==> src/rtl/irda_tx_pkg.sv <==
`timescale 1ns / 1ps
// ----------------------------------------------------------------------------
// irda_tx_pkg: shared types and constants
// Sizes, command codes, register indexes and the structs that drive and
// report the byte FIFO.
// ----------------------------------------------------------------------------
package irda_tx_pkg;

  // fifo geometry
  localparam int unsigned FIFO_DEPTH = 32;
  localparam int unsigned PTR_W      = $clog2(FIFO_DEPTH);
  localparam int unsigned CNT_W      = $clog2(FIFO_DEPTH + 1);

  // frame geometry
  localparam int unsigned OVERSAMPLE    = 16;
  localparam int unsigned SUB_W         = $clog2(OVERSAMPLE);
  localparam int unsigned FRAME_SYMBOLS = 10;
  localparam int unsigned SYM_W         = $clog2(FRAME_SYMBOLS);
  localparam int unsigned BYTE_W        = 8;
  localparam int unsigned BIT_IDX_W     = $clog2(BYTE_W);
  localparam int unsigned PAT_W         = 16;

  // reset values of the pattern registers
  localparam logic [PAT_W-1:0] ZERO_PAT_RST = 16'h00E0;
  localparam logic [PAT_W-1:0] ONE_PAT_RST  = 16'h0000;

  // stream widths
  localparam int unsigned IN_DATA_W  = 8;
  localparam int unsigned OUT_DATA_W = 16;

  typedef enum logic {
    CMD_PUSH = 1'b0,
    CMD_TICK = 1'b1
  } cmd_e;

  typedef enum logic [0:0] {
    REG_ZERO_PAT = 1'b0,
    REG_ONE_PAT  = 1'b1
  } reg_idx_e;

  // requests into the fifo
  typedef struct packed {
    logic              push;
    logic              pop;
    logic [BYTE_W-1:0] wdata;
  } fifo_ctrl_t;

  // fifo status
  typedef struct packed {
    logic             empty;
    logic             full;
    logic [CNT_W-1:0] count_next;
  } fifo_stat_t;

endpackage

==> src/rtl/irda_tx_fifo.sv <==
`timescale 1ns / 1ps
// ----------------------------------------------------------------------------
// irda_tx_fifo: byte queue
// Circular buffer with write and read pointers and a fill count. The read
// data is registered on a pop and then holds the byte in flight.
// ----------------------------------------------------------------------------
module irda_tx_fifo (
  input  logic                                clk_i,
  input  logic                                rst_ni,
  input  irda_tx_pkg::fifo_ctrl_t             ctrl_i,
  output irda_tx_pkg::fifo_stat_t             stat_o,
  output logic [irda_tx_pkg::BYTE_W-1:0]      rd_data_o
);

  logic [irda_tx_pkg::BYTE_W-1:0] mem [irda_tx_pkg::FIFO_DEPTH];
  logic [irda_tx_pkg::PTR_W-1:0]  wr_ptr_q, wr_ptr_d;
  logic [irda_tx_pkg::PTR_W-1:0]  rd_ptr_q, rd_ptr_d;
  logic [irda_tx_pkg::CNT_W-1:0]  count_q, count_d;
  logic [irda_tx_pkg::BYTE_W-1:0] rd_data_q;

  localparam logic [irda_tx_pkg::PTR_W-1:0] PtrLast =
    irda_tx_pkg::PTR_W'(irda_tx_pkg::FIFO_DEPTH - 1);
  localparam logic [irda_tx_pkg::CNT_W-1:0] CntFull =
    irda_tx_pkg::CNT_W'(irda_tx_pkg::FIFO_DEPTH);

  // pointer and count update
  always_comb begin
    wr_ptr_d = wr_ptr_q;
    rd_ptr_d = rd_ptr_q;
    count_d  = count_q;
    if (ctrl_i.push) begin
      wr_ptr_d = (wr_ptr_q == PtrLast) ? '0 : wr_ptr_q + 1'b1;
      count_d  = count_q + 1'b1;
    end else if (ctrl_i.pop) begin
      rd_ptr_d = (rd_ptr_q == PtrLast) ? '0 : rd_ptr_q + 1'b1;
      count_d  = count_q - 1'b1;
    end
  end

  always_ff @(posedge clk_i or negedge rst_ni) begin
    if (!rst_ni) begin
      wr_ptr_q <= '0;
      rd_ptr_q <= '0;
      count_q  <= '0;
    end else begin
      wr_ptr_q <= wr_ptr_d;
      rd_ptr_q <= rd_ptr_d;
      count_q  <= count_d;
    end
  end

  // storage, write port and registered read port
  always_ff @(posedge clk_i) begin
    if (ctrl_i.push) begin
      mem[wr_ptr_q] <= ctrl_i.wdata;
    end
    if (ctrl_i.pop) begin
      rd_data_q <= mem[rd_ptr_q];
    end
  end

  assign stat_o.empty      = (count_q == '0);
  assign stat_o.full       = (count_q == CntFull);
  assign stat_o.count_next = count_d;
  assign rd_data_o         = rd_data_q;

endmodule

==> src/rtl/irda_tx_symbol.sv <==
`timescale 1ns / 1ps
// ----------------------------------------------------------------------------
// irda_tx_symbol: frame sequencer
// Symbol and sub-bit counters for one frame, symbol pattern selection and
// the held line level.
// ----------------------------------------------------------------------------
module irda_tx_symbol (
  input  logic                               clk_i,
  input  logic                               rst_ni,
  input  logic                               tick_i,
  input  logic                               fifo_empty_i,
  input  logic [irda_tx_pkg::BYTE_W-1:0]     cur_byte_i,
  input  logic [irda_tx_pkg::PAT_W-1:0]      zero_pat_i,
  input  logic [irda_tx_pkg::PAT_W-1:0]      one_pat_i,
  output logic                               pop_o,
  output logic                               level_next_o,
  output logic                               active_next_o
);

  localparam logic [irda_tx_pkg::SUB_W-1:0] SubLast =
    irda_tx_pkg::SUB_W'(irda_tx_pkg::OVERSAMPLE - 1);
  localparam logic [irda_tx_pkg::SYM_W-1:0] SymLast =
    irda_tx_pkg::SYM_W'(irda_tx_pkg::FRAME_SYMBOLS - 1);

  logic [irda_tx_pkg::SYM_W-1:0]     sym_q, sym_d;
  logic [irda_tx_pkg::SUB_W-1:0]     sub_q, sub_d;
  logic                              level_q, level_d;
  logic                              at_boundary;
  logic                              sending;
  logic                              is_one;
  logic [irda_tx_pkg::SYM_W-1:0]     sym_m1;
  logic [irda_tx_pkg::PAT_W-1:0]     pattern;

  assign at_boundary = (sym_q == '0) && (sub_q == '0);
  assign sending     = tick_i && !(at_boundary && fifo_empty_i);
  assign pop_o       = tick_i && at_boundary && !fifo_empty_i;

  // start symbol sends the zero pattern, stop symbol the one pattern
  assign sym_m1 = sym_q - 1'b1;
  always_comb begin
    if (sym_q == '0) begin
      is_one = 1'b0;
    end else if (sym_q >= SymLast) begin
      is_one = 1'b1;
    end else begin
      is_one = cur_byte_i[sym_m1[irda_tx_pkg::BIT_IDX_W-1:0]];
    end
  end
  assign pattern = is_one ? one_pat_i : zero_pat_i;

  // counter and level update
  always_comb begin
    sym_d   = sym_q;
    sub_d   = sub_q;
    level_d = level_q;
    if (sending) begin
      level_d = pattern[sub_q];
      if (sub_q == SubLast) begin
        sub_d = '0;
        sym_d = (sym_q == SymLast) ? '0 : sym_q + 1'b1;
      end else begin
        sub_d = sub_q + 1'b1;
      end
    end
  end

  always_ff @(posedge clk_i or negedge rst_ni) begin
    if (!rst_ni) begin
      sym_q   <= '0;
      sub_q   <= '0;
      level_q <= 1'b0;
    end else begin
      sym_q   <= sym_d;
      sub_q   <= sub_d;
      level_q <= level_d;
    end
  end

  assign level_next_o  = level_d;
  assign active_next_o = (sym_d != '0) || (sub_d != '0);

endmodule

==> src/rtl/irda_uart_pulse_transmitter.sv <==
`timescale 1ns / 1ps
// ----------------------------------------------------------------------------
// irda_uart_pulse_transmitter: IrDA-style UART pulse transmitter
// Queues pushed bytes and sends them as start/data/stop frames of pulse
// patterns, one sub-bit per tick request.
// ----------------------------------------------------------------------------
// Path: an accepted request passes the input register, then the result
//   register, before its result appears.
// Throughput: one request per cycle while the result side is not stalled;
//   the state update is one pass of the fifo pointers and frame counters.
// Reset: asynchronous, active low; empties the queue, ends any frame, line low,
//   patterns back to 0x00E0 and 0x0000.
// ----------------------------------------------------------------------------
module irda_uart_pulse_transmitter (
  input  logic                                 clk_i,
  input  logic                                 rst_ni,
  // request stream
  input  logic                                 s_axis_tvalid,
  output logic                                 s_axis_tready,
  input  logic [irda_tx_pkg::IN_DATA_W-1:0]    s_axis_tdata,  // [7:0] data_byte
  input  logic                                 s_axis_tuser,  // [0] command
  // result stream
  output logic                                 m_axis_tvalid,
  input  logic                                 m_axis_tready,
  // [0] line_level, [1] push_dropped, [2] frame_active, [8:3] queued_count
  output logic [irda_tx_pkg::OUT_DATA_W-1:0]   m_axis_tdata,
  // configuration writes
  input  logic                                 cfg_valid_i,
  output logic                                 cfg_ready_o,
  input  logic [0:0]                           cfg_index_i,
  input  logic [irda_tx_pkg::PAT_W-1:0]        cfg_data_i
);

  logic [irda_tx_pkg::PAT_W-1:0]  zero_pat_q, one_pat_q;
  logic                           in_valid_q;
  logic                           in_cmd_q;
  logic [irda_tx_pkg::BYTE_W-1:0] in_data_q;
  logic                           out_valid_q;
  logic [irda_tx_pkg::OUT_DATA_W-1:0] out_data_q, out_data_d;
  logic                           advance;
  logic                           process;
  logic                           is_push;
  logic                           is_tick;
  logic                           dropped;
  logic                           pop;
  logic                           level_next;
  logic                           active_next;
  logic [irda_tx_pkg::BYTE_W-1:0] cur_byte;
  irda_tx_pkg::fifo_ctrl_t        fifo_ctrl;
  irda_tx_pkg::fifo_stat_t        fifo_stat;

  // configuration registers
  assign cfg_ready_o = 1'b1;
  always_ff @(posedge clk_i or negedge rst_ni) begin
    if (!rst_ni) begin
      zero_pat_q <= irda_tx_pkg::ZERO_PAT_RST;
      one_pat_q  <= irda_tx_pkg::ONE_PAT_RST;
    end else if (cfg_valid_i) begin
      case (irda_tx_pkg::reg_idx_e'(cfg_index_i))
        irda_tx_pkg::REG_ZERO_PAT: zero_pat_q <= cfg_data_i;
        irda_tx_pkg::REG_ONE_PAT:  one_pat_q  <= cfg_data_i;
        default: ;
      endcase
    end
  end

  // pipeline flow control
  assign advance       = !out_valid_q || m_axis_tready;
  assign s_axis_tready = !in_valid_q || advance;
  assign process       = in_valid_q && advance;

  // input register
  always_ff @(posedge clk_i or negedge rst_ni) begin
    if (!rst_ni) begin
      in_valid_q <= 1'b0;
    end else if (s_axis_tready) begin
      in_valid_q <= s_axis_tvalid;
    end
  end

  always_ff @(posedge clk_i) begin
    if (s_axis_tvalid && s_axis_tready) begin
      in_cmd_q  <= s_axis_tuser;
      in_data_q <= s_axis_tdata[irda_tx_pkg::BYTE_W-1:0];
    end
  end

  // request decode
  assign is_push = process && (irda_tx_pkg::cmd_e'(in_cmd_q) == irda_tx_pkg::CMD_PUSH);
  assign is_tick = process && (irda_tx_pkg::cmd_e'(in_cmd_q) == irda_tx_pkg::CMD_TICK);
  assign dropped = is_push && fifo_stat.full;

  assign fifo_ctrl.push  = is_push && !fifo_stat.full;
  assign fifo_ctrl.pop   = pop;
  assign fifo_ctrl.wdata = in_data_q;

  irda_tx_fifo u_fifo (
    .clk_i     (clk_i),
    .rst_ni    (rst_ni),
    .ctrl_i    (fifo_ctrl),
    .stat_o    (fifo_stat),
    .rd_data_o (cur_byte)
  );

  irda_tx_symbol u_symbol (
    .clk_i         (clk_i),
    .rst_ni        (rst_ni),
    .tick_i        (is_tick),
    .fifo_empty_i  (fifo_stat.empty),
    .cur_byte_i    (cur_byte),
    .zero_pat_i    (zero_pat_q),
    .one_pat_i     (one_pat_q),
    .pop_o         (pop),
    .level_next_o  (level_next),
    .active_next_o (active_next)
  );

  // result packing
  always_comb begin
    out_data_d = '0;
    out_data_d[0] = level_next;
    out_data_d[1] = dropped;
    out_data_d[2] = active_next;
    out_data_d[3 +: irda_tx_pkg::CNT_W] = fifo_stat.count_next;
  end

  // result register
  always_ff @(posedge clk_i or negedge rst_ni) begin
    if (!rst_ni) begin
      out_valid_q <= 1'b0;
    end else if (advance) begin
      out_valid_q <= in_valid_q;
    end
  end

  always_ff @(posedge clk_i) begin
    if (process) begin
      out_data_q <= out_data_d;
    end
  end

  assign m_axis_tvalid = out_valid_q;
  assign m_axis_tdata  = out_data_q;

  // checks
  a_count_bound: assert property (@(posedge clk_i) disable iff (!rst_ni)
    m_axis_tvalid |->
      (m_axis_tdata[3 +: irda_tx_pkg::CNT_W] <= irda_tx_pkg::CNT_W'(irda_tx_pkg::FIFO_DEPTH)))
    else $error("queued count above fifo depth");

  a_drop_full: assert property (@(posedge clk_i) disable iff (!rst_ni)
    (m_axis_tvalid && m_axis_tdata[1]) |->
      (m_axis_tdata[3 +: irda_tx_pkg::CNT_W] == irda_tx_pkg::CNT_W'(irda_tx_pkg::FIFO_DEPTH)))
    else $error("push dropped while fifo not full");

  a_pop_nonempty: assert property (@(posedge clk_i) disable iff (!rst_ni)
    pop |-> (!fifo_stat.empty && !fifo_ctrl.push))
    else $error("pop from empty fifo or with a push");

  a_full_empty: assert property (@(posedge clk_i) disable iff (!rst_ni)
    !(fifo_stat.full && fifo_stat.empty))
    else $error("fifo full and empty at once");

endmodule

==> config.mk <==
export PLATFORM = sky130hd
export DESIGN_NAME = irda_uart_pulse_transmitter
export DESIGN_NICKNAME = d
export VERILOG_FILES = /design/src/rtl/irda_tx_pkg.sv /design/src/rtl/irda_tx_fifo.sv /design/src/rtl/irda_tx_symbol.sv /design/src/rtl/irda_uart_pulse_transmitter.sv
export SDC_FILE = /design/constraint.sdc
export NUM_CORES = 1
export LEC_CHECK = 0
export BUFFER_PORTS_ARGS = -buffer_cell sky130_fd_sc_hd__buf_4
export CELL_PAD_IN_SITES_DETAIL_PLACEMENT = 1
export CELL_PAD_IN_SITES_GLOBAL_PLACEMENT = 2
export CORE_ASPECT_RATIO = 2
export CORE_MARGIN = 3
export CORE_UTILIZATION = 45
export DETAILED_ROUTE_END_ITERATION = 8
export GPL_ROUTABILITY_DRIVEN = 0
export HOLD_SLACK_MARGIN = 0.06
export PLACE_DENSITY_LB_ADDON = 0.08
export SKIP_LAST_GASP = 1
export SLEW_MARGIN = 20
export SYNTH_ARGS = -nofsm -noshare
export SYNTH_HDL_FRONTEND = slang
export SYNTH_SLANG_ARGS = --single-unit
export TNS_END_PERCENT = 30
==> constraint.sdc <==
create_clock -name clk_i -period 4.43 [get_ports clk_i]
set_input_delay 0.2215 -clock clk_i [delete_from_list [all_inputs] [get_ports clk_i]]
set_output_delay 0.2215 -clock clk_i [all_outputs]
set_load 0.005 [all_outputs]
==> Implementation_results.wiki <==
{| class="wikitable"
! Metric !! Value
|-
| Horizontal die dimension || about 130 um
|-
| Min-delay worst type || input port to register
|-
| Antenna-violating nets left || 0
|-
| Max-slew violation count || 0
|-
| Die boundary height || around 250 um
|-
| Headroom to the max-slew limit || 33.4%
|-
| Total power || 7.05 mW
|-
| Area growth from synthesis to layout || 14.1%
|-
| Worst Path Arrival || 3.67 ns
|-
| Num rows || 90
|-
| Leading cell types in the layout, fill and taps excluded || 282 x sky130_fd_sc_hd__edfxtp_1, 82 x sky130_fd_sc_hd__mux4_2, 54 x sky130_fd_sc_hd__buf_4
|-
| Pin slew with the least headroom to its limit || 0.995 ns
|-
| Post-detailed-placement half-perimeter wirelength || 23,000 um
|-
| CTS Root Buffer Type || sky130_fd_sc_hd__clkbuf_16
|-
| Drt wl/cell || 27.6 um
|-
| Setup repair after global routing missed its margin || false
|-
| Final Hold Fails || 0
|-
| Clock tree from TritonCTS || yes
|-
| Detailed-router iteration count before antenna repair || 4
|-
| Synth unique cells || 53
|-
| Largest fanout on the critical path || 13
|-
| Post-synth EDFFs || 282
|-
| Dominant cells by area after synthesis || sky130_fd_sc_hd__edfxtp_1 61%, sky130_fd_sc_hd__mux4_2 13%, sky130_fd_sc_hd__dfrtp_1 10%
|-
| Gate count of the mapped netlist || approximately 730
|-
| Vias in the first global route || a little under 8,000
|-
| Routing layer with the top usage in global route || met2
|-
| Result of the run || complete, no violations
|-
| Wire length of the first global-routing pass || slightly below 50,000 um
|-
| Core Footprint || 30,300 um2
|-
| DRC violation total after the first TritonRoute iteration || 399
|-
| Commonest non-fill, non-tap cell in the layout || sky130_fd_sc_hd__edfxtp_1
|-
| Post-synth top area cell || sky130_fd_sc_hd__edfxtp_1
|-
| Fraction of met2 tracks used by global routing || 41.4%
|-
| Count of max-cap constraint violations || 0
|-
| CP Launch Point || u_symbol.sym_q[0]
|-
| GR Layer Usage met3 || 1.76%
|-
| Boundary Pins || 50
|-
| Initial antenna violation count || 0
|-
| CTS max path bufs || 3
|-
| H-Tree Depth || 1
|-
| Commonest register cell after synthesis || sky130_fd_sc_hd__edfxtp_1
|-
| Worst VDD drop || 340 uV
|-
| Overall Global Routing Usage || 20.7%
|-
| Cells resized by post-CTS repair || 0
|-
| Setup Total Neg Slack || 0 ns
|-
| CP required || roughly 4.8 ns
|-
| Max Freq || 305 MHz
|-
| Flip-flop and latch count after synthesis || approximately 340
|-
| Post-Route Skew || 0.0132 ns
|-
| IO Port Bufs || 41
|-
| Via density || 5.72
|-
| Number of failing setup endpoints in the final timing report || 0
|-
| Power density of the placed cells || 445 nW/um2
|-
| Fillcell total || 2,727
|-
| Leftover overflow at the end of global routing || 0
|-
| Kind of critical path || register to register
|-
| Fraction of synthesized cell area taken by the top area cell type || 61.0%
|-
| Post-synthesis area per instance || 18.9 um2
|-
| Mapped Area || 13,900 um2
|-
| Via total after detailed routing || 6,910
|-
| Total Nets Final || 867
|-
| Clock sink count || 341
|-
| Number of synthesis warnings || 0
|-
| Die area || 33,100 um2
|-
| Clock-pin transition on the worst setup and hold timing paths || 0.06 ns
|-
| Type of element capturing the critical path || register
|-
| Total wire length || about 33,000 um
|-
| Number of CTS-inserted buffers || 30
|-
| ANT cells || 0
|-
| Sequential share of the synthesized area || between 70% and 80%
|-
| Minimum clock period || 3.28 ns
|-
| Number of DRC violations after detailed routing || 0
|-
| Share of async-settable or async-resettable flops after synthesis || 17.3%
|-
| Fraction of layout instances using a drive strength above 1 || 29.1%
|-
| LEAKAGE || 5.31 nW
|-
| Pin count of the biggest net entering global routing || 60
|-
| Source-to-sink clock delay at the later pin of the worst-skew pair || 0.57 ns
|-
| Beginning of the worst register-to-register path || u_symbol.sym_q[0]
|-
| Met1 track demand over resource || 21.6%
|-
| Starting density of the core || 45.8%
|-
| Final worst path period share || between 70% and 80%
|-
| Kind of start point of the critical path || register
|-
| Startpoint of the most critical hold path || cfg_index_i
|}
[routing by layer]
layer / vias up / wire [um]
met5: - / 0
met4: 0 / 1300
met1: 3683 / 11100
met3: 69 / 785
met2: 104 / 20200
li1: 3054 / -
[worst max-delay path, stage by stage, from the launching register on]
cell                      delay (ns)
sky130_fd_sc_hd__dfrtp_1        0.54
sky130_fd_sc_hd__inv_1          0.11
sky130_fd_sc_hd__ha_1           0.33
sky130_fd_sc_hd__mux4_2         0.33
sky130_fd_sc_hd__maj3_2         0.31
sky130_fd_sc_hd__o21ba_1        0.39
sky130_fd_sc_hd__or3_1          0.44
sky130_fd_sc_hd__a22o_1         0.24
sky130_fd_sc_hd__a41o_1         0.20
sky130_fd_sc_hd__a31oi_1        0.20
[Yosys cell counts (4+ instances only)]
cell and n:
sky130_fd_sc_hd__o21ai_0 13, sky130_fd_sc_hd__mux2i_1 4, sky130_fd_sc_hd__ha_1 16, sky130_fd_sc_hd__edfxtp_1 282, sky130_fd_sc_hd__mux4_2 82, sky130_fd_sc_hd__buf_4 8, sky130_fd_sc_hd__buf_1 9, sky130_fd_sc_hd__o31ai_1 4
sky130_fd_sc_hd__nand2b_1 4, sky130_fd_sc_hd__clkbuf_1 17, sky130_fd_sc_hd__dfrtp_1 56, sky130_fd_sc_hd__nand3_1 13, sky130_fd_sc_hd__mux2_2 48, sky130_fd_sc_hd__xnor2_1 4, sky130_fd_sc_hd__inv_1 16, sky130_fd_sc_hd__nor3_1 9
sky130_fd_sc_hd__a21oi_1 8, sky130_fd_sc_hd__or3_1 4, sky130_fd_sc_hd__nor4_1 6, sky130_fd_sc_hd__nor2_1 48, sky130_fd_sc_hd__nand2_1 32
[logic make-up (layout without fill, tap and decap cells)]
kind of cell | count (synthesis) | in the layout | synth area share [%]
buf+inv | 57 | 159 | 2.04
fa+ha+maj | 17 | 17 | 1.52
other cells | 2 | 8 | 0.0541
simple gates | 135 | 135 | 4.61
xor+xnor | 6 | 6 | 0.378
mux | 137 | 137 | 18.0
compound gates | 38 | 38 | 1.71
flops | 341 | 341 | 71.6
[repair_timing]
item	4_1_cts	5_1_grt
hold endpoints to repair	99	0
hold buffers	29	0
endpoints found under the setup margin	0	0
buffers inserted	0	0
[power breakdown]
part | internal [mW] | switching, mW | total (mW) | leakage [nW]
sequential | 3.67 | 0.229 | 3.90 | 3.25
clock | 1.27 | 1.13 | 2.40 | 0.430
combinational | 0.346 | 0.413 | 0.759 | 1.64
total | 5.28 | 1.77 | 7.05 | 5.31
[cell type report]
type,count,area (um2),share of cell area [%]
Clock buffer,36,795,5.02
Tap cell,368,460,2.91
Multi-Input combinational cell,341,3680,23.2
Timing Repair Buffer,90,811,5.12
Sequential cell,341,9950,62.8
Inverter,16,60.1,0.379
Clock inverter,17,78.8,0.498
[path summary, 6_finish.rpt]
check / endpoint / slack (ns) / cells after the start
min in group asynchronous: u_fifo.wr_ptr_q[0] / 0.27 / 2
max in group asynchronous: u_fifo.rd_ptr_q[0] / 3.56 / 2
setup / recovery: m_axis_tdata[0] / 1.15 / 9
setup reg to reg: m_axis_tdata[0] / 1.15 / 9
hold / removal: zero_pat_q[0] / 0.20 / 5
hold reg to reg: one_pat_q[11] / 0.51 / 1
[sequential cells by signal, summed over array words and instances, names as in the netlist, 5 cells and up]
name,cells
u_fifo.rd_data_o,8
u_fifo.rd_ptr_q,5
zero_pat_q,16
one_pat_q,16
in_data_q,8
u_fifo.count_q,6
u_fifo.mem,256
m_axis_tdata,9
u_fifo.wr_ptr_q,5
[metrics by stage]
step | std cells | utilization [%] | hold WS (ns) | area, um2 | setup slack, ns
final | 1209 | 52.3 | 0.198 | 15800 | 1.15
after global routing | 1209 | 52.3 | 0.216 | 15800 | 0.969
after CTS | 1206 | 52.1 | 0.173 | 15800 | 1.16
after detailed placement | 1124 | 48.3 | 0.358 | 14600 | 1.17
after global placement | 1122 | 48.2 | 0.339 | 14600 | 1.24
after floorplan | 739 | - | -0.0741 | 13900 | 1.49
Power figures use the tool's default switching activity.
